File: config.mk
export PLATFORM = sky130hd
export DESIGN_NAME = cswf_cfg_regs
export DESIGN_NICKNAME = d
export VERILOG_FILES = /design/src/sv/cswf_pkg.sv /design/src/sv/cswf_cfg_regs.sv
export SDC_FILE = /design/constraint.sdc
export NUM_CORES = 1
export LEC_CHECK = 0
export ABC_AREA = 1
export BUFFER_PORTS_ARGS = -buffer_cell sky130_fd_sc_hd__buf_4
export CAP_MARGIN = 20
export CORE_MARGIN = 10
export CORE_UTILIZATION = 48
export DETAILED_ROUTE_END_ITERATION = 10
export PLACE_DENSITY = 0.81
export SLEW_MARGIN = 20
export SYNTH_ARGS = -nofsm -noshare
export SYNTH_HDL_FRONTEND = slang
export SYNTH_SLANG_ARGS = --single-unit
export TNS_END_PERCENT = 50
File: constraint.sdc
create_clock -name clk_i -period 0.8 [get_ports clk_i]
set_input_delay 0 -clock clk_i [delete_from_list [all_inputs] [get_ports clk_i]]
set_output_delay 0 -clock clk_i [all_outputs]
set_load 0.02 [all_outputs]
File: src/sv/cswf_pkg.sv
package cswf_pkg;

  localparam int unsigned CMD_W   = 2;
  localparam int unsigned COLOR_W = 24;
  localparam int unsigned COUNT_W = 17;
  localparam int unsigned COORD_W = 8;
  localparam int unsigned POS_W   = 9;
  localparam int unsigned PIXEL_W = 24;
  localparam int unsigned DIM_W   = 9;

  localparam int unsigned APB_AW = 5;
  localparam int unsigned APB_DW = 32;

  // Logical pixel address before the store range check
  localparam int unsigned LADDR_W = 19;
  // frame_width * frame_height
  localparam int unsigned AREA_W  = 18;

  localparam logic [DIM_W-1:0]   FRAME_W_RST = 9'd256;
  localparam logic [DIM_W-1:0]   FRAME_H_RST = 9'd256;
  localparam logic [COORD_W-1:0] BOX_X_RST   = 8'd0;
  localparam logic [COORD_W-1:0] BOX_Y_RST   = 8'd0;
  localparam logic [DIM_W-1:0]   BOX_W_RST   = 9'd256;
  localparam logic [DIM_W-1:0]   BOX_H_RST   = 9'd256;

  typedef enum logic [CMD_W-1:0] {
    CMD_ROW_FILL = 2'd0,
    CMD_COL_FILL = 2'd1,
    CMD_READ     = 2'd2,
    CMD_CLEAR    = 2'd3
  } cmd_e;

  typedef enum logic [2:0] {
    REG_FRAME_W = 3'd0,
    REG_FRAME_H = 3'd1,
    REG_BOX_X   = 3'd2,
    REG_BOX_Y   = 3'd3,
    REG_BOX_W   = 3'd4,
    REG_BOX_H   = 3'd5
  } reg_idx_e;

  typedef enum logic [2:0] {
    ST_IDLE,
    ST_START,
    ST_FILL,
    ST_CLEAR,
    ST_RD_ISSUE,
    ST_RD_WAIT,
    ST_FINISH
  } state_e;

  typedef struct packed {
    logic [DIM_W-1:0]   frame_w;
    logic [DIM_W-1:0]   frame_h;
    logic [COORD_W-1:0] box_x;
    logic [COORD_W-1:0] box_y;
    logic [DIM_W-1:0]   box_w;
    logic [DIM_W-1:0]   box_h;
  } cfg_t;

  typedef struct packed {
    logic we;
    logic re;
  } mem_ctl_t;

endpackage

File: src/sv/cswf_cfg_regs.sv
module cswf_cfg_regs (
  input  logic                         clk_i,
  input  logic                         rst_ni,
  input  logic                         psel,
  input  logic                         penable,
  input  logic                         pwrite,
  input  logic [cswf_pkg::APB_AW-1:0]  paddr,
  input  logic [cswf_pkg::APB_DW-1:0]  pwdata,
  output logic [cswf_pkg::APB_DW-1:0]  prdata,
  output logic                         pready,
  output cswf_pkg::cfg_t               cfg_o
);

  cswf_pkg::cfg_t     cfg_q, cfg_d;
  cswf_pkg::reg_idx_e idx;
  logic               wr_en;

  assign idx    = cswf_pkg::reg_idx_e'(paddr[4:2]);
  assign wr_en  = psel && penable && pwrite;
  assign pready = 1'b1;
  assign cfg_o  = cfg_q;

  always_comb begin
    cfg_d = cfg_q;
    if (wr_en) begin
      case (idx)
        cswf_pkg::REG_FRAME_W: cfg_d.frame_w = pwdata[8:0];
        cswf_pkg::REG_FRAME_H: cfg_d.frame_h = pwdata[8:0];
        cswf_pkg::REG_BOX_X:   cfg_d.box_x   = pwdata[7:0];
        cswf_pkg::REG_BOX_Y:   cfg_d.box_y   = pwdata[7:0];
        cswf_pkg::REG_BOX_W:   cfg_d.box_w   = pwdata[8:0];
        cswf_pkg::REG_BOX_H:   cfg_d.box_h   = pwdata[8:0];
        default: ;
      endcase
    end
  end

  always_comb begin
    case (idx)
      cswf_pkg::REG_FRAME_W: prdata = {23'd0, cfg_q.frame_w};
      cswf_pkg::REG_FRAME_H: prdata = {23'd0, cfg_q.frame_h};
      cswf_pkg::REG_BOX_X:   prdata = {24'd0, cfg_q.box_x};
      cswf_pkg::REG_BOX_Y:   prdata = {24'd0, cfg_q.box_y};
      cswf_pkg::REG_BOX_W:   prdata = {23'd0, cfg_q.box_w};
      cswf_pkg::REG_BOX_H:   prdata = {23'd0, cfg_q.box_h};
      default:               prdata = '0;
    endcase
  end

  always_ff @(posedge clk_i or negedge rst_ni) begin
    if (!rst_ni) begin
      cfg_q.frame_w <= cswf_pkg::FRAME_W_RST;
      cfg_q.frame_h <= cswf_pkg::FRAME_H_RST;
      cfg_q.box_x   <= cswf_pkg::BOX_X_RST;
      cfg_q.box_y   <= cswf_pkg::BOX_Y_RST;
      cfg_q.box_w   <= cswf_pkg::BOX_W_RST;
      cfg_q.box_h   <= cswf_pkg::BOX_H_RST;
    end else begin
      cfg_q <= cfg_d;
    end
  end

endmodule

==> Word level (Yosys, flattened, before mapping) <==
Index checks and enable logic that the tools add are counted.
{ "totals": {"inputBits": 42, "ff_bits": 52} }
{ "op_classes": {"n_eq_ne": 5, "muxes": 1, "n_reduce_logical": 9} }
{ "ops": {"columns": ["op", "count"], "rows": [
  ["$pmux W9 S6", 1],
  ["$reduce_and A2 Y1", 6],
  ["$eq A3 B2 Y1 const B", 2],
  ["$eq A3 B3 Y1 const B", 2],
  ["$eq A3 B1 Y1 const B", 1],
  ["$logic_not A3 Y1", 1],
  ["$logic_and A1 B1 Y1", 2]
]} }

==> Logic depth before layout (Yosys ltp) <==
Gate-level depths: netlist of run 1.
{ "logic_depth": {"ltp_word": 3, "mapped_depth": 8} }

==> Least setup slack after synthesis of run 1 <==
Ideal clock, no wire load.
{ "synth_timing": {"path_kind": "flip-flop to output port", "from": "register cfg_q, in the netlist cfg_o[8]", "to": "output prdata[8] in the netlist's numbering", "slack_ps": -96, "stages_incl_launch_ff": 3, "arrival_ps": 896, "required_ps": 800, "n_path_buf": 0, "path_cell_list": "dfstp_2 > nand4_1 > nand4_1"} }
{ "synth_via": {"elab_chain_len": 1} }
{ "synth_lines": {"columns": ["item", "line", "text"], "rows": [
  ["start: declaration", "cswf_cfg_regs.sv:14", "cswf_pkg::cfg_t cfg_q, cfg_d;"],
  ["start signal: assignment", "cswf_cfg_regs.sv:59", "cfg_q <= cfg_d;"],
  ["$pmux W9 S6", "cswf_cfg_regs.sv:39", "case (idx)"],
  ["end: declaration", "cswf_cfg_regs.sv:9", "output logic [cswf_pkg::APB_DW-1:0] prdata,"]
]} }
No other way between the ends.

==> Worst setup path in the final report of run 1 <==
{ "layout_timing": {"from": "register cfg_q, in the netlist cfg_o[2]", "to": "output prdata[2] in the netlist's numbering"} }
Same word-level chain as after synthesis.

==> results.yml, run 1 <==
status:
  status: "finished with violations"
  violations: "setup timing"
critical_path:
  r2r-end: "cfg_o[31]"
  critical_path_class: "flop to output pin"
  worstReg2RegStart: "cfg_o[31]"
  critPathLaunchType: "flop"
  cp_max_fo: 2
  rr_worst_depth: 4
  reg2reg_slack_ns: -0.14
  arrival_ns: 1.30
  critPathRequiredTime_ns: 0.80
  crit_start: "cfg_o[2]"
  crit_path_end_kind: "output pin"
synthesis:
  yosys-top-cells-area: "dfrtp_1 (42%), nand2_1 (14%), buf_4 (6.8%), o21ai_0 (5.4%), nand4_1 (5.0%)"
  synth-edff-count: 0
  synthAdderAreaFrac_pct: 0
  yosysSeqAreaShare_pct: 45.57
  yosysMostFrequentCell: "nand2_1"
  synth_top_cell_by_area: "dfrtp_1"
  syn_inst: 353
  synth_top_family_by_area: "simple AND/OR/NAND/NOR gates"
  ys_seq_elements: 52
  synth_top_cell_area_share_pct: 41.90
  synthTopCellsByCount: "nand2_1 (110), dfrtp_1 (48), o21ai_0 (31), buf_4 (26), nand4_1 (23)"
  avgSynthCellArea_um2: 8.120
  synth_xor_area_share_pct: 0
  synth_compound_area_share_pct: 11.00
  yosys.area_share.simple_pct: 29.94
  async_reset_ff_share_pct: 100.0
  synthMuxAreaShare_pct: 0
  netlist_area_mm2: 0.002866
  ys.flop_type: "dfrtp_1"
  synth.distinct_cells: 25
  yosysWarnings: 0
clocking:
  clkTransAtPathRegs_ns: 0.10
  htree_levels: 2
  cts-root-buf: "clkbuf_8"
  cts_buffers: 5
  clk-insertion-delay-late_ns: 0.31
  cts.path.max_buffers: 2
  cts_tree: "built"
  cts.sinks: 52
layout:
  fillers: 297
  seqCellArea_mm2: 0.001345
  finalNetCount: 564
  layout-drive-gt1-share_pct: 56.79
  num_antenna_cells: 0
  area.growth.synth_to_final_pct: 75.43
  multi_input_area_mm2: 0.001459
  largest_register_ff_count: 52
power_and_ir_drop:
  power_density_mw_per_mm2: 2163
  p_leak_uw: 0.002502
  peakVddDrop_uv: 1506
min_path:
  hp-class: "input pin to flop"
  hold_path_startpoint: "paddr[3]"
  whs_path_depth: 4
  hold_end: "cfg_o[42]"
route:
  vias: 3483
  detail_route.wl_per_cell_um: 21.15
  drtAntennaViolNets: 0
  first_iter_violations: 322
  wl_mm: 12.65
  drc_errors: 0
  firstDrtPassIters: 7
  viasPerCell: 5.824
placement:
  dp_hpwl_mm: 7.364
  place.gp.congestion: 0.8973
  post-place-ws_ns: -0.2084
  io_buffer_count: 77
global_route:
  gr-total-overflow: 0
  grt_pass1_wl_mm: 18.64
  track_usage_pct: 23.79
  antenna_found_initial: 0
  grt_pass1_vias: 3508
  grt_max_degree: 53
flow_run:
  drv_cap: 0
floorplan:
  io_pins: 127
  dieHeight_um: 97.28
  start_util_pct: 48.99
  die_x_um: 97.28
  dieArea_mm2: 0.009462
  core_mm2: 0.005851
  num_rows: 28
timing:
  rsz0062_at_grt: "yes"
  report.final.slew_viol_count: 0
  setup_violations: 84
  hold_slack_ns: 0.02108
  min_period_ns: 1.299
  clock_skew_ns: 0
  min_period_over_period_pct: 162.4
  fmax_mhz: 769.8
  finalHoldViolCount: 0
  fin_ws_ns: -0.4990
-- stage by stage --
step | total power (uW) | std cells | util [%] | TNS, ns | cell area (um2)
floorplan | 5287 | 375 | - | -0.1157 | 3054
global placement | 7418 | 566 | 70.21 | -5.974 | 4108
detailed placement | 7528 | 566 | 70.21 | -7.933 | 4108
CTS | 10210 | 589 | 81.97 | -13.65 | 4796
global route | 11260 | 598 | 85.95 | -18.15 | 5029
finish | 10880 | 598 | 85.95 | -16.25 | 5029
-- worst max-delay path by stage --
stage / slack (ns) / endpoint / depth (start not counted)
2_1_floorplan: -0.06 / prdata[8] / 2
3_3_place_gp: -0.14 / cfg_o[45] / 7
3_5_place_dp: -0.21 / cfg_o[43] / 7
4_1_cts: -0.44 / prdata[8] / 3
5_1_grt: -0.59 / prdata[2] / 5
6_report: -0.50 / prdata[2] / 5
-- layer usage --
metal / share of wire [%] / vias to the layer above / GRT usage, %
met5: 0 / - / 0
met4: 5.1 / 0 / 10.51
met3: 11 / 70 / 7.041
met2: 49 / 300 / 41.77
met1: 34 / 1654 / 25.85
li1: - / 1459 / -
-- cell type report --
cell class                      instances  area share [%]
Clock buffer                            8           1.991
Inverter                               22           1.791
Multi-Input combinational cell        260           29.01
Sequential cell                        52           26.75
Tap cell                               75           1.866
Timing Repair Buffer                  181           38.59
-- layout by cell type (no fill, tap or decap), drive strengths merged --
cell	Yosys	final
o21ai	52	52
buf	35	171
nand2	114	114
dfstp	4	4
nor2	18	18
a21oi	5	5
nand3	23	23
dfrtp	48	48
nor3	1	1
nand4	23	23
clkbuf	6	8
conb	2	24
inv	22	22
dlygate4sd3	0	10
-- kinds of logic after synthesis --
group | Yosys count
simple gates | 179
buf+inv | 63
compound gates | 57
flops | 52
other cells | 2
-- timing repair --
| item | 4_1_cts | 5_1_grt |
|---|---|---|
| setup buffers | 14 | 23 |
| resized for setup | 127 | 75 |
| pin swaps | 31 | 29 |
| endpoints found under the hold margin | 92 | 0 |
| setup endpoints to repair | 72 | 95 |
| hold buffers | 10 | 0 |
-- where the power goes --
part           internal, uW  switching (uW)  total, uW
registers              3210             490       3700
logic                  2860            2590       5460
clock network           793             924       1720
total                  6870            4010      10900
-- critical path, cell delays in order (launching register included) --
cell     delay [ns]
dfrtp_2        0.43
nand4_1        0.12
nand2_1        0.09
nor2_2         0.14
nand2_2        0.08
buf_6          0.14
Power figures use the tool's default switching activity.
==> run 2, diff against run 1 <==
CORE_UTILIZATION = 49   (was 48)
CTS_BUF_LIST = sky130_fd_sc_hd__clkbuf_4   (was default)
PLACE_DENSITY = 0.83   (was 0.81)
==> results.yml, run 2 (synthesized netlist as in run 1, its figures left out) <==
critical_path:
  cp.buffers_inverters: 1
  slowest_stage: "dfrtp_2"
  path_delay_family: "flip-flops"
  critPathLaunchType: "flop"
  rr_worst_depth: 5
  path_cells: "nand4_1 > nand2_1 > nor2_4 > nand2_2 > buf_6"
  cp_max_fo: 2
  critPathRequiredTime_ns: 0.80
  worst-path-stages: 5
  arrival_ns: 1.39
  max_stage_delay_ns: 0.45
  crit_path_end_kind: "output pin"
  critical_path_class: "flop to output pin"
power_and_ir_drop:
  power_density_mw_per_mm2: 2131
  p_leak_uw: 0.002527
  peakVddDrop_uv: 1925
floorplan:
  core_mm2: 0.005608
  dieHeight_um: 96.49
  start_util_pct: 51.12
  num_rows: 27
  die_x_um: 96.49
  io_pins: 127
  dieArea_mm2: 0.009309
layout:
  finalNetCount: 572
  area.growth.synth_to_final_pct: 76.74
  num_antenna_cells: 0
  layout_common_cells: "buf_6 (126), nand2_1 (88), buf_4 (48)"
  layout-drive-gt1-share_pct: 57.25
  final_common_cell: "buf_6"
  largest_register_ff_count: 52
global_route:
  gr-total-overflow: 0
  grt_max_degree: 53
  grt_pass1_vias: 3383
  track_usage_pct: 24.03
  grt_pass1_wl_mm: 17.39
  antenna_found_initial: 0
placement:
  dp_hpwl_mm: 7.502
  place.gp.congestion: 0.9570
  io_buffer_count: 77
  post-place-ws_ns: -0.2032
timing:
  min_period_ns: 1.389
  report.final.slew_viol_count: 0
  finalHoldViolCount: 1
  hold_slack_ns: -0.03677
  setup_violations: 90
  fin_ws_ns: -0.5888
  fmax_mhz: 720.0
  rsz0062_at_grt: "yes"
  min_period_over_period_pct: 173.6
  clock_skew_ns: 0
route:
  wl_mm: 12.98
  viasPerCell: 5.804
  firstDrtPassIters: 5
  detail_route.wl_per_cell_um: 21.52
  drc_errors: 0
  first_iter_violations: 394
  drtAntennaViolNets: 0
  vias: 3500
status:
  status: "finished with violations"
  violations: "hold timing, setup timing"
clocking:
  cts.sinks: 52
  htree_levels: 2
  cts_buffers: 5
  cts_tree: "built"
  cts.path.max_buffers: 2
  holdBufCountCts: 10
  clkTransAtPathRegs_ns: 0.15
  cts-root-buf: "clkbuf_4"
  clk-insertion-delay-late_ns: 0.38
min_path:
  hp-class: "input pin to flop"
  whs_path_depth: 4
flow_run:
  drv_cap: 0
## run 2: cell count changes in the layout (fill, tap and decap cells not counted), moves of 4 or more
cell,before,now
nand3_1,15,9
o21ai_1,11,15
clkbuf_4,0,6
nand2_2,17,23
nand2_1,93,88
clkbuf_8,7,0
buf_4,39,48
o21ai_2,26,18
nand3_2,5,11
## run 2: path summary, 6_finish.rpt
path                            slack (ns)   endpoint      start
worst max-delay path                 -0.59  prdata[5]  cfg_o[39]
worst min-delay path                 -0.04  cfg_o[42]   paddr[3]
worst max register to register       -0.27  cfg_o[15]  cfg_o[15]
worst min register to register        0.62  cfg_o[36]  cfg_o[36]
max in group asynchronous             0.39   cfg_o[8]     rst_ni
min in group asynchronous             0.13  cfg_o[35]     rst_ni
## run 2: power by group
part | switching [uW] | internal (uW)
clock network | 890 | 691
logic | 2650 | 2900
registers | 456 | 3210
## run 2: area by class of cell
class	count	area, um2
timing repair buffer	189	1979
multi-input combinational	260	1481
sequential	52	1345
fill	233	541.8
inverter	22	90.09
tap	72	90.09
clock buffer	6	45.04
clock inverter	2	35.03
## run 2: worst min-delay path, stage by stage
cell	delay (ns)
buf_4	0.15
nor3_4	0.07
nand3_1	0.07
nand2_1	0.06
## run 2: what timing repair did
item                                    4_1_cts  5_1_grt
endpoints found under the setup margin       78       96
pin swaps                                    40       22
endpoints found under the hold margin       104        1
gates cloned                                  0        0
setup buffers                                 7       30
resized for setup                           132       71
## run 2: layer usage
metal  vias up  GRT usage, %  wire (um)
met1      1667         27.34       4374
met5         -             0          0
met3        72         7.016       1602
li1       1473             -          -
met2       288         40.92       6346
met4         0         10.65        652
## run 2: stage by stage
stage / utilization, % / power (uW) / std cells / cell area (um2) / TNS [ns]
after floorplan: - / 5287 / 375 / 3054 / -0.1157
after global placement: 73.27 / 7406 / 567 / 4109 / -6.457
after detailed placement: 73.27 / 7528 / 567 / 4109 / -8.588
after CTS: 85.32 / 10040 / 588 / 4785 / -18.95
after global routing: 90.34 / 11170 / 603 / 5066 / -25.02
final: 90.34 / 10800 / 603 / 5066 / -22.61
