## src/sv/cswf_pkg.sv

```systemverilog
package cswf_pkg;

  localparam int unsigned CMD_W   = 2;
  localparam int unsigned COLOR_W = 24;
  localparam int unsigned COUNT_W = 17;
  localparam int unsigned COORD_W = 8;
  localparam int unsigned POS_W   = 9;
  localparam int unsigned PIXEL_W = 24;
  localparam int unsigned DIM_W   = 9;

  localparam int unsigned APB_AW = 5;
  localparam int unsigned APB_DW = 32;

  // Logical pixel address before the store range check
  localparam int unsigned LADDR_W = 19;
  // frame_width * frame_height
  localparam int unsigned AREA_W  = 18;

  localparam logic [DIM_W-1:0]   FRAME_W_RST = 9'd256;
  localparam logic [DIM_W-1:0]   FRAME_H_RST = 9'd256;
  localparam logic [COORD_W-1:0] BOX_X_RST   = 8'd0;
  localparam logic [COORD_W-1:0] BOX_Y_RST   = 8'd0;
  localparam logic [DIM_W-1:0]   BOX_W_RST   = 9'd256;
  localparam logic [DIM_W-1:0]   BOX_H_RST   = 9'd256;

  typedef enum logic [CMD_W-1:0] {
    CMD_ROW_FILL = 2'd0,
    CMD_COL_FILL = 2'd1,
    CMD_READ     = 2'd2,
    CMD_CLEAR    = 2'd3
  } cmd_e;

  typedef enum logic [2:0] {
    REG_FRAME_W = 3'd0,
    REG_FRAME_H = 3'd1,
    REG_BOX_X   = 3'd2,
    REG_BOX_Y   = 3'd3,
    REG_BOX_W   = 3'd4,
    REG_BOX_H   = 3'd5
  } reg_idx_e;

  typedef enum logic [2:0] {
    ST_IDLE,
    ST_START,
    ST_FILL,
    ST_CLEAR,
    ST_RD_ISSUE,
    ST_RD_WAIT,
    ST_FINISH
  } state_e;

  typedef struct packed {
    logic [DIM_W-1:0]   frame_w;
    logic [DIM_W-1:0]   frame_h;
    logic [COORD_W-1:0] box_x;
    logic [COORD_W-1:0] box_y;
    logic [DIM_W-1:0]   box_w;
    logic [DIM_W-1:0]   box_h;
  } cfg_t;

  typedef struct packed {
    logic we;
    logic re;
  } mem_ctl_t;

endpackage

```

## src/sv/cswf_cmd_if.sv

```systemverilog
interface cswf_cmd_if;
  logic                          valid;
  logic                          ready;
  logic [cswf_pkg::CMD_W-1:0]    cmd;
  logic [cswf_pkg::COLOR_W-1:0]  color;
  logic [cswf_pkg::COUNT_W-1:0]  count;
  logic [cswf_pkg::COORD_W-1:0]  x;
  logic [cswf_pkg::COORD_W-1:0]  y;

  modport source (output valid, cmd, color, count, x, y, input ready);
  modport sink   (input valid, cmd, color, count, x, y, output ready);
endinterface

```

## src/sv/cswf_res_if.sv

```systemverilog
interface cswf_res_if;
  logic                          valid;
  logic                          ready;
  logic [cswf_pkg::POS_W-1:0]    end_x;
  logic [cswf_pkg::POS_W-1:0]    end_y;
  logic                          rejected;
  logic [cswf_pkg::PIXEL_W-1:0]  pixel;

  modport source (output valid, end_x, end_y, rejected, pixel, input ready);
  modport sink   (input valid, end_x, end_y, rejected, pixel, output ready);
endinterface

```

## src/sv/cswf_engine.sv

```systemverilog
module cswf_engine #(
  parameter int unsigned FB_WIDTH   = 256,
  parameter int unsigned FB_HEIGHT  = 256,
  parameter int unsigned PIXEL_BITS = 24,
  localparam int unsigned StoreSize = FB_WIDTH * FB_HEIGHT,
  localparam int unsigned AddrW     = (StoreSize > 1) ? $clog2(StoreSize) : 1
) (
  input  logic                   clk_i,
  input  logic                   rst_ni,
  input  cswf_pkg::cfg_t         cfg_i,
  cswf_cmd_if.sink               cmd_i,
  cswf_res_if.source             res_o,
  output cswf_pkg::mem_ctl_t     mem_ctl_o,
  output logic [AddrW-1:0]       waddr_o,
  output logic [PIXEL_BITS-1:0]  wdata_o,
  output logic [AddrW-1:0]       raddr_o,
  input  logic [PIXEL_BITS-1:0]  rdata_i
);

  localparam int unsigned LW = cswf_pkg::LADDR_W;
  localparam int unsigned AW = cswf_pkg::AREA_W;

  function automatic logic in_store(input logic [LW-1:0] a);
    return 32'(a) < StoreSize;
  endfunction

  cswf_pkg::state_e state_q, state_d;
  cswf_pkg::cmd_e   cmd_q, cmd_d;

  logic [cswf_pkg::COLOR_W-1:0] color_q, color_d;
  logic [cswf_pkg::COUNT_W-1:0] rem_q, rem_d;
  logic [cswf_pkg::POS_W-1:0]   c_q, c_d, r_q, r_d;
  logic                         rej_q, rej_d;
  logic [cswf_pkg::PIXEL_W-1:0] pix_q, pix_d;
  logic [AW-1:0]                clr_q, clr_d, area_q, area_d;
  logic [LW-1:0]                rd_laddr_q, rd_laddr_d;
  logic                         rd_hit_q, rd_hit_d;
  logic                         wr_vld_q, wr_vld_d;
  logic [LW-1:0]                wr_laddr_q, wr_laddr_d;

  logic                         out_valid_q, out_valid_d;
  logic [cswf_pkg::POS_W-1:0]   out_ex_q, out_ex_d, out_ey_q, out_ey_d;
  logic                         out_rej_q, out_rej_d;
  logic [cswf_pkg::PIXEL_W-1:0] out_pix_q, out_pix_d;

  logic [cswf_pkg::POS_W-1:0]   row_sum, c_inc, r_inc;
  logic [17:0]                  fill_prod;
  logic [LW-1:0]                fill_laddr;
  logic [16:0]                  rd_prod;
  logic                         fill_done, is_fill;
  logic [31:0]                  color_ext, rdata_ext;

  // Box row of the current pixel times the row stride, plus the column
  assign row_sum    = {1'b0, cfg_i.box_y} + r_q;
  assign fill_prod  = 18'(row_sum) * 18'(cfg_i.frame_w);
  assign fill_laddr = LW'(fill_prod) + LW'(cfg_i.box_x) + LW'(c_q);
  assign rd_prod    = 17'(r_q[7:0]) * 17'(cfg_i.frame_w);
  assign c_inc      = c_q + 9'd1;
  assign r_inc      = r_q + 9'd1;
  assign is_fill    = (cmd_q == cswf_pkg::CMD_ROW_FILL) || (cmd_q == cswf_pkg::CMD_COL_FILL);
  assign fill_done  = (rem_q == '0) ||
                      ((cmd_q == cswf_pkg::CMD_ROW_FILL) ? (r_q == cfg_i.box_h)
                                                         : (c_q == cfg_i.box_w));

  assign color_ext = {8'd0, color_q};
  assign rdata_ext = 32'(rdata_i);

  assign cmd_i.ready    = (state_q == cswf_pkg::ST_IDLE);
  assign res_o.valid    = out_valid_q;
  assign res_o.end_x    = out_ex_q;
  assign res_o.end_y    = out_ey_q;
  assign res_o.rejected = out_rej_q;
  assign res_o.pixel    = out_pix_q;

  // Write stage: one pixel per cycle, dropped beyond the store
  assign waddr_o      = AddrW'(wr_laddr_q);
  assign wdata_o      = PIXEL_BITS'(color_ext);
  assign raddr_o      = AddrW'(rd_laddr_q);

  always_comb begin
    state_d     = state_q;
    cmd_d       = cmd_q;
    color_d     = color_q;
    rem_d       = rem_q;
    c_d         = c_q;
    r_d         = r_q;
    rej_d       = rej_q;
    pix_d       = pix_q;
    clr_d       = clr_q;
    area_d      = area_q;
    rd_laddr_d  = rd_laddr_q;
    rd_hit_d    = rd_hit_q;
    wr_vld_d    = 1'b0;
    wr_laddr_d  = wr_laddr_q;
    out_valid_d = out_valid_q;
    out_ex_d    = out_ex_q;
    out_ey_d    = out_ey_q;
    out_rej_d   = out_rej_q;
    out_pix_d   = out_pix_q;
    mem_ctl_o.we = wr_vld_q && in_store(wr_laddr_q);
    mem_ctl_o.re = 1'b0;

    if (out_valid_q && res_o.ready) begin
      out_valid_d = 1'b0;
    end

    case (state_q)
      cswf_pkg::ST_IDLE: begin
        if (cmd_i.valid) begin
          cmd_d   = cswf_pkg::cmd_e'(cmd_i.cmd);
          color_d = cmd_i.color;
          rem_d   = cmd_i.count;
          c_d     = {1'b0, cmd_i.x};
          r_d     = {1'b0, cmd_i.y};
          rej_d   = 1'b0;
          pix_d   = '0;
          state_d = cswf_pkg::ST_START;
        end
      end
      cswf_pkg::ST_START: begin
        case (cmd_q)
          cswf_pkg::CMD_ROW_FILL, cswf_pkg::CMD_COL_FILL: begin
            // Start outside the box: report the start point untouched
            if ((c_q >= cfg_i.box_w) || (r_q >= cfg_i.box_h)) begin
              rej_d   = 1'b1;
              state_d = cswf_pkg::ST_FINISH;
            end else begin
              state_d = cswf_pkg::ST_FILL;
            end
          end
          cswf_pkg::CMD_READ: begin
            rd_laddr_d = LW'(rd_prod) + LW'(c_q[7:0]);
            state_d    = cswf_pkg::ST_RD_ISSUE;
          end
          cswf_pkg::CMD_CLEAR: begin
            area_d  = AW'(cfg_i.frame_w) * AW'(cfg_i.frame_h);
            clr_d   = '0;
            state_d = cswf_pkg::ST_CLEAR;
          end
          default: state_d = cswf_pkg::ST_FINISH;
        endcase
      end
      cswf_pkg::ST_FILL: begin
        if (fill_done) begin
          state_d = cswf_pkg::ST_FINISH;
        end else begin
          wr_vld_d   = 1'b1;
          wr_laddr_d = fill_laddr;
          rem_d      = rem_q - 17'd1;
          if (cmd_q == cswf_pkg::CMD_ROW_FILL) begin
            if (c_inc == cfg_i.box_w) begin
              c_d = '0;
              r_d = r_inc;
            end else begin
              c_d = c_inc;
            end
          end else begin
            if (r_inc == cfg_i.box_h) begin
              r_d = '0;
              c_d = c_inc;
            end else begin
              r_d = r_inc;
            end
          end
        end
      end
      cswf_pkg::ST_CLEAR: begin
        if (clr_q == area_q) begin
          state_d = cswf_pkg::ST_FINISH;
        end else begin
          wr_vld_d   = 1'b1;
          wr_laddr_d = LW'(clr_q);
          clr_d      = clr_q + 18'd1;
        end
      end
      cswf_pkg::ST_RD_ISSUE: begin
        mem_ctl_o.re = in_store(rd_laddr_q);
        rd_hit_d     = in_store(rd_laddr_q);
        state_d      = cswf_pkg::ST_RD_WAIT;
      end
      cswf_pkg::ST_RD_WAIT: begin
        pix_d   = rd_hit_q ? rdata_ext[23:0] : '0;
        state_d = cswf_pkg::ST_FINISH;
      end
      cswf_pkg::ST_FINISH: begin
        // Hold until the output register is free
        if (!out_valid_q || res_o.ready) begin
          out_valid_d = 1'b1;
          out_ex_d    = is_fill ? c_q : '0;
          out_ey_d    = is_fill ? r_q : '0;
          out_rej_d   = rej_q;
          out_pix_d   = pix_q;
          state_d     = cswf_pkg::ST_IDLE;
        end
      end
      default: state_d = cswf_pkg::ST_IDLE;
    endcase
  end

  always_ff @(posedge clk_i or negedge rst_ni) begin
    if (!rst_ni) begin
      state_q     <= cswf_pkg::ST_IDLE;
      wr_vld_q    <= 1'b0;
      out_valid_q <= 1'b0;
    end else begin
      state_q     <= state_d;
      wr_vld_q    <= wr_vld_d;
      out_valid_q <= out_valid_d;
    end
  end

  always_ff @(posedge clk_i) begin
    cmd_q      <= cmd_d;
    color_q    <= color_d;
    rem_q      <= rem_d;
    c_q        <= c_d;
    r_q        <= r_d;
    rej_q      <= rej_d;
    pix_q      <= pix_d;
    clr_q      <= clr_d;
    area_q     <= area_d;
    rd_laddr_q <= rd_laddr_d;
    rd_hit_q   <= rd_hit_d;
    wr_laddr_q <= wr_laddr_d;
    out_ex_q   <= out_ex_d;
    out_ey_q   <= out_ey_d;
    out_rej_q  <= out_rej_d;
    out_pix_q  <= out_pix_d;
  end

endmodule

```

## src/flat_wrapper.sv

```systemverilog
// flat-port wrapper written by rule: the top's interface ports become plain ports
module cswf_engine_flat 
#(
  parameter int unsigned FB_WIDTH   = 256,
  parameter int unsigned FB_HEIGHT  = 256,
  parameter int unsigned PIXEL_BITS = 24,
  localparam int unsigned StoreSize = FB_WIDTH * FB_HEIGHT,
  localparam int unsigned AddrW     = (StoreSize > 1) ? $clog2(StoreSize) : 1
)
  (clk_i, rst_ni, cfg_i, mem_ctl_o, waddr_o, wdata_o, raddr_o, rdata_i, cmd_i_valid, cmd_i_cmd, cmd_i_color, cmd_i_count, cmd_i_x, cmd_i_y, cmd_i_ready, res_o_valid, res_o_end_x, res_o_end_y, res_o_rejected, res_o_pixel, res_o_ready);
  cswf_cmd_if cmd_i_i ();
  cswf_res_if res_o_i ();
  input  logic clk_i;
  input  logic rst_ni;
  input  cswf_pkg::cfg_t cfg_i;
  output cswf_pkg::mem_ctl_t mem_ctl_o;
  output logic [AddrW-1:0] waddr_o;
  output logic [PIXEL_BITS-1:0] wdata_o;
  output logic [AddrW-1:0] raddr_o;
  input  logic [PIXEL_BITS-1:0] rdata_i;
  input wire logic [$bits(cmd_i_i.valid)-1:0] cmd_i_valid;
  input wire logic [$bits(cmd_i_i.cmd)-1:0] cmd_i_cmd;
  input wire logic [$bits(cmd_i_i.color)-1:0] cmd_i_color;
  input wire logic [$bits(cmd_i_i.count)-1:0] cmd_i_count;
  input wire logic [$bits(cmd_i_i.x)-1:0] cmd_i_x;
  input wire logic [$bits(cmd_i_i.y)-1:0] cmd_i_y;
  output wire logic [$bits(cmd_i_i.ready)-1:0] cmd_i_ready;
  output wire logic [$bits(res_o_i.valid)-1:0] res_o_valid;
  output wire logic [$bits(res_o_i.end_x)-1:0] res_o_end_x;
  output wire logic [$bits(res_o_i.end_y)-1:0] res_o_end_y;
  output wire logic [$bits(res_o_i.rejected)-1:0] res_o_rejected;
  output wire logic [$bits(res_o_i.pixel)-1:0] res_o_pixel;
  input wire logic [$bits(res_o_i.ready)-1:0] res_o_ready;
  assign cmd_i_i.valid = cmd_i_valid;
  assign cmd_i_i.cmd = cmd_i_cmd;
  assign cmd_i_i.color = cmd_i_color;
  assign cmd_i_i.count = cmd_i_count;
  assign cmd_i_i.x = cmd_i_x;
  assign cmd_i_i.y = cmd_i_y;
  assign cmd_i_ready = cmd_i_i.ready;
  assign res_o_valid = res_o_i.valid;
  assign res_o_end_x = res_o_i.end_x;
  assign res_o_end_y = res_o_i.end_y;
  assign res_o_rejected = res_o_i.rejected;
  assign res_o_pixel = res_o_i.pixel;
  assign res_o_i.ready = res_o_ready;
  cswf_engine #(.FB_WIDTH(FB_WIDTH), .FB_HEIGHT(FB_HEIGHT), .PIXEL_BITS(PIXEL_BITS)) u_core (.clk_i(clk_i), .rst_ni(rst_ni), .cfg_i(cfg_i), .cmd_i(cmd_i_i), .res_o(res_o_i), .mem_ctl_o(mem_ctl_o), .waddr_o(waddr_o), .wdata_o(wdata_o), .raddr_o(raddr_o), .rdata_i(rdata_i));
endmodule
```

## config.mk

```make
export PLATFORM = sky130hd
export DESIGN_NAME = cswf_engine_flat
export DESIGN_NICKNAME = d
export VERILOG_FILES = /design/src/sv/cswf_pkg.sv /design/src/sv/cswf_cmd_if.sv /design/src/sv/cswf_res_if.sv /design/src/sv/cswf_engine.sv /design/src/flat_wrapper.sv
export SDC_FILE = /design/constraint.sdc
export NUM_CORES = 1
export LEC_CHECK = 0
export BUFFER_PORTS_ARGS = -buffer_cell sky130_fd_sc_hd__buf_4
export CAP_MARGIN = 25
export CORE_MARGIN = 4
export CORE_UTILIZATION = 45
export CTS_CLUSTER_SIZE = 28
export DETAILED_ROUTE_END_ITERATION = 7
export GPL_TIMING_DRIVEN = 0
export PLACE_DENSITY_LB_ADDON = 0.12
export SYNTH_ARGS = -nofsm -noshare
export SYNTH_HDL_FRONTEND = slang
export SYNTH_SLANG_ARGS = --single-unit
```

## constraint.sdc

```tcl
create_clock -name clk_i -period 8.6 [get_ports clk_i]
set_input_delay 0.43 -clock clk_i [delete_from_list [all_inputs] [get_ports clk_i]]
set_output_delay 0.43 -clock clk_i [all_outputs]
set_load 0.005 [all_outputs]
```

; ---- After elaboration in Yosys (flattened, before gate mapping)
; Index checks and enable logic that the tools add are counted.
[word_totals]
register_bits = 209
inputBits = 139
output_inout_bits = 103
word_cells = 130
[op_classes]
n_addsub = 8
multipliers = 3
order_cmp = 4
n_eq_ne = 25
muxes = 43
reduce_logical = 28
[ops]
columns = cell, count
row1 = $mux 9, 10
row2 = $mux 24, 2
row3 = $pmux 24 s2, 1
row4 = $lt 19x17->1 const B, 2
row5 = $mux 19, 2
row6 = $pmux 19 s2, 1
row7 = $eq 9x9->1, 4
row8 = $mul 9x9->18, 2
row9 = $mux 18, 2
row10 = $pmux 18 s2, 1
row11 = $pmux 9 s2, 2
row12 = $mux 17, 2
row13 = $pmux 17 s2, 1
row14 = $pmux 3 s7, 1
row15 = $add 18x8->19, 1
row16 = $add 19x9->19, 1
row17 = $add 17x8->18, 1
row18 = $add 18x1->18 const B, 1
row19 = $add 9x1->9 const B, 2
row20 = $eq 18x18->1, 1
row21 = $ge 9x9->1, 2
row22 = $logic_not 17->1, 1
row23 = $mul 8x9->17, 1
row24 = $sub 17x1->17 const B, 1
row25 = other kinds (24), 66

; ---- Longest topological paths before layout
[logic_depth]
depth_word = 6
ltp_mapped = 28
depth_no_buf = 28

; ---- Worst setup path after synthesis
; Ideal clock, no wire load.
[synth_path]
path_kind = flip-flop to flip-flop
startpoint = reg u_core.r_q[0] (netlist name)
endpoint = reg u_core.wr_laddr_q[16] (data pin)
setup_time_ps = 265
arrival_time_ps = 6331
required_time_ps = 8335
setup_slack_ps = 2004
stages_incl_launch_ff = 29
n_path_buf = 0
period_less_slack_ps = 6596
path_cell_list = edfxtp_1 -> ha_1 -> inv_1 -> fa_1 -> nor2b_1 -> o21ai_0 -> a21boi_0 -> o21ai_0 -> nor2b_1 -> xnor2_1 -> nand2_1 -> fa_1 -> inv_1 -> fa_1 -> inv_1 -> fa_1 -> inv_1 -> fa_1 -> inv_1 -> fa_1 -> inv_1 -> ha_1 -> o21a_1 -> o21ai_0 -> a21oi_1 -> a21bo_2 -> a21o_1 -> a311oi_1 -> a211oi_1
[synth_via]
elab_chain_cells = 6
[synth_lines]
columns = element, line
row1 = "start, declared", cswf_engine.sv:32  ; logic [cswf_pkg::POS_W-1:0] c_q, c_d, r_q, r_d;
row2 = "start signal, assigned", cswf_engine.sv:217  ; r_q <= r_d;
row3 = $add 8x9->9, cswf_engine.sv:54  ; assign row_sum = {1'b0, cfg_i.box_y} + r_q;
row4 = $mul 9x9->18, cswf_engine.sv:55  ; assign fill_prod = 18'(row_sum) * 18'(cfg_i.frame_w);
row5 = $add 18x8->19, cswf_engine.sv:56  ; assign fill_laddr = LW'(fill_prod) + LW'(cfg_i.box_x) + LW'(c_q);
row6 = $add 19x9->19, cswf_engine.sv:56
row7 = $mux 19, cswf_engine.sv:144  ; if (fill_done) begin
row8 = $pmux 19 s2, cswf_engine.sv:107  ; case (state_q)
row9 = net u_core.wr_laddr_d[16], cswf_engine.sv:39  ; logic [LW-1:0] wr_laddr_q, wr_laddr_d;
row10 = "end signal, assigned", cswf_engine.sv:224  ; wr_laddr_q <= wr_laddr_d;
row11 = "end, declared", cswf_engine.sv:39
; The timed path passes the listed nets, and every way through them passes these cells. The select of a mux whose other input is x is not followed.
; A chain may end at the register's enable or synchronous reset.

; ---- Final worst setup path
[layout_path]
startpoint = reg u_core.r_q[0] (netlist name)
endpoint = reg u_core.wr_laddr_q[15] (data pin)
; Same word-level chain as after synthesis.

==> impl_metrics.json <==
{
  "status": "completed",
  "setup_tns_ps": 0,
  "hold_viol_final": 0,
  "finalSetupViolations": 0,
  "critical_path_arrival_ps": 8030,
  "final.period_utilization": 0.894,
  "yosys_most_used_dff": "edfxtp_1",
  "slew_headroom": 0.342,
  "ys_ff_latch": 208,
  "grt_pass1_wl_mm": 72.3,
  "crit_family": "adder cells",
  "crit_buf_inv": 6,
  "antenna_found_initial": 1,
  "insertedDiodeCount": 0,
  "fin_skew_ps": 33.7,
  "grt_pass1_vias": 13600,
  "initial_core_util": 0.455,
  "vdd.ir_drop.worst_mv": 0.208,
  "p_total_uw": 4200,
  "cts_tree": "yes",
  "cp-end-kind": "flop",
  "crit_path_max_fanout": 9,
  "seq_area_frac_synth": 0.344,
  "synth_enable_flop_cells": 203,
  "drive_above_1_share": 0.170,
  "netlist_area_mm2": 0.0181,
  "ios": 242,
  "avgSynthCellArea_um2": 10.3,
  "io_buffers": 235,
  "drt_iter0_drc": 837,
  "cts_made_buffers": 24,
  "p_leak_uw": 0.00965,
  "finalWeightedCongestion": 0.894,
  "nets": 2493,
  "synthToLayoutAreaGrowth_pct": 18.7,
  "fp.dieW_um": 208,
  "cts-root-buf": "clkbuf_16",
  "pre_cts_slack_ps": 993,
  "clk_latency_ps": 540,
  "dpl_cell_area_mm2": 0.0206,
  "r2r_slack_ps": 910,
  "design.core.area_mm2": 0.0397,
  "ant_nets": 0,
  "yosys.area.top_type": "edfxtp_1",
  "setup_slack_ps": 914,
  "wl_mm": 45.4,
  "cts-htree-levels": 1,
  "clock_sinks": 208,
  "stdcell_area_mm2": 0.0214,
  "netlist_top_cells_area": "edfxtp_1, fa_1, ha_1, inv_1, and2_1",
  "grt_usage": 0.208,
  "worst_slew_pin_slew_ps": 985,
  "p_per_area_mw_per_mm2": 196,
  "hold_path_class": "in2reg",
  "start_kind": "flop",
  "rsz0062_at_grt": "no",
  "syn-num-nets": 2223,
  "ys.warnings.count": 0,
  "floorplan.rows": 73,
  "path_clk_slew_ps": 60,
  "worst_ep_required_time_ps": 8940,
  "clk_path_buf_depth": 3,
  "cts_resized": 0,
  "worst-setup-path-type": "reg2reg",
  "finalCriticalPeriod_ps": 7690,
  "dr.pass1.iters": 5,
  "place_hpwl_mm": 36.3,
  "slew_violations": 0,
  "design.die.area_mm2": 0.0434,
  "overflow": 0,
  "viasPerCell": 5.16,
  "synth_top_area_frac": 0.338,
  "cap_violations": 0,
  "grt_max_degree": 37,
  "crit_slowest_cell": "xnor2_1",
  "postCtsHoldBufs": 1,
  "clock.fmax_mhz": 130,
  "drc": 0,
  "vias": 13200,
  "postCtsSetupBuffers": 0,
  "synthCells": 1751,
  "fillers": 3620,
  "routedWlPerCell_um": 17.7,
  "synth-async-reset-ratio": 0.0240,
  "max_stage_delay_ps": 680,
  "chipHeight_um": 208,
  "synth_cell_types": 63
}
[power breakdown]
| part | internal, µW | switching (µW) | total [µW] |
|---|---|---|---|
| Sequential | 1150 | 0.0000000000000127 | 1150 |
| Clock | 624 | 419 | 1040 |
| Combinational | 892 | 1120 | 2010 |
| Total | 2660 | 1540 | 4200 |
[flip-flops by register name (all words and copies together) (netlist names), 9 cells and up]
signal,count
u_core.rem_q,17
u_core.clr_q,18
u_core.res_o.end_y,9
u_core.area_q,18
u_core.res_o.end_x,9
u_core.pix_q,24
u_core.rd_laddr_q,18
u_core.r_q,9
u_core.res_o.pixel,24
u_core.wr_laddr_q,19
u_core.wdata_o,24
u_core.c_q,9
[cell type report]
class / count / area [µm²] / area share
clock buffer: 29 / 639 / 0.0298
multi-input combinational: 1199 / 10400 / 0.487
inverter: 254 / 953 / 0.0445
timing repair buffer: 244 / 1870 / 0.0874
buffer: 90 / 468 / 0.0218
clock inverter: 14 / 173 / 0.00806
sequential: 208 / 6220 / 0.290
tap: 525 / 657 / 0.0306
[Yosys cell counts, types with 4 or more instances]
master and count:
a211oi_1 16, a21o_1 13, a21oi_1 54, a31oi_1 12, and2_1 127, and3_1 14, buf_4 33, clkbuf_1 50
dfrtp_1 5, edfxtp_1 203, fa_1 166, ha_1 167, inv_1 253, nand2_1 199, nand2b_1 14, nand3_1 16
nand4_1 10, nor2_1 98, nor2b_1 28, nor3_1 14, nor4_1 9, o211ai_1 4, o21a_1 10, o21ai_0 54
or2_2 6, or3_1 10, xnor2_1 60, xor2_1 52
[routing by layer]
layer | wire [µm] | vias to the layer above | global-route usage
li1 | - | 6240 | -
met5 | 13 | - | 0
met3 | 3180 | 62 | 0.0374
met4 | 914 | 2 | 0.0444
met2 | 22000 | 432 | 0.351
met1 | 19300 | 6500 | 0.282
[placed cells by master, fill, tap and decap left out, drive strengths merged, types with 13 or more instances in the layout]
master	synthesis	routed
a21o	13	13
inv	254	257
and2	127	127
nand2b	14	14
nand3	16	16
a21oi	54	54
fa	166	166
nor2	98	98
xnor2	60	60
and3	14	14
xor2	52	52
nor2b	28	28
clkbuf	52	81
ha	167	167
edfxtp	203	203
buf	38	281
nand2	199	199
nor3	17	17
a211oi	16	16
o21ai	57	57
[worst register-to-register path, cell delays in order, from the launching register on]
cell,delay [ps]
edfxtp_1,500
ha_1,230
inv_1,50
fa_1,400
nor2b_1,110
o21ai_0,100
a21boi_0,300
o21ai_0,160
nor2b_1,160
xnor2_1,680
nand2_1,170
fa_1,530
inv_1,50
fa_1,500
inv_1,50
fa_1,470
inv_1,50
fa_1,540
inv_1,60
fa_1,530
inv_1,40
ha_1,230
or3_1,330
a31oi_1,320
o21ai_0,200
a21oi_1,340
o211ai_1,130
o21ai_0,270
[stage by stage]
stage / cells / util / hold slack, ps
2_1_floorplan: 1751 / - / 134
3_3_place_gp: 2511 / 0.515 / 244
3_5_place_dp: 2518 / 0.519 / 245
4_1_cts: 2562 / 0.539 / 38.6
5_1_grt: 2563 / 0.539 / 35.0
6_report: 2563 / 0.539 / 63.6
[final timing paths]
kind | to | cells after the start | startpoint
worst max register to register | u_core.wr_laddr_q[15] | 27 | u_core.r_q[0]
worst min register to register | u_core.res_o.pixel[8] | 0 | u_core.pix_q[8]
min in group asynchronous | u_core.state_q[0] | 2 | rst_ni
worst max-delay path | u_core.wr_laddr_q[15] | 27 | u_core.r_q[0]
worst min-delay path | u_core.wdata_o[21] | 1 | cmd_i_color[21]
max in group asynchronous | u_core.wr_vld_q | 2 | rst_ni
[cell families after synthesis]
logic type	synth area share
AOI/OAI and AO/OA	0.0642
and+or+nand+nor	0.155
buffers and inverters	0.0787
adders and majority gates	0.300
DFF	0.344
xor gates and xnor gates	0.0568
muxes	0.000624
Note: power is estimated with default switching activity, not from simulation.
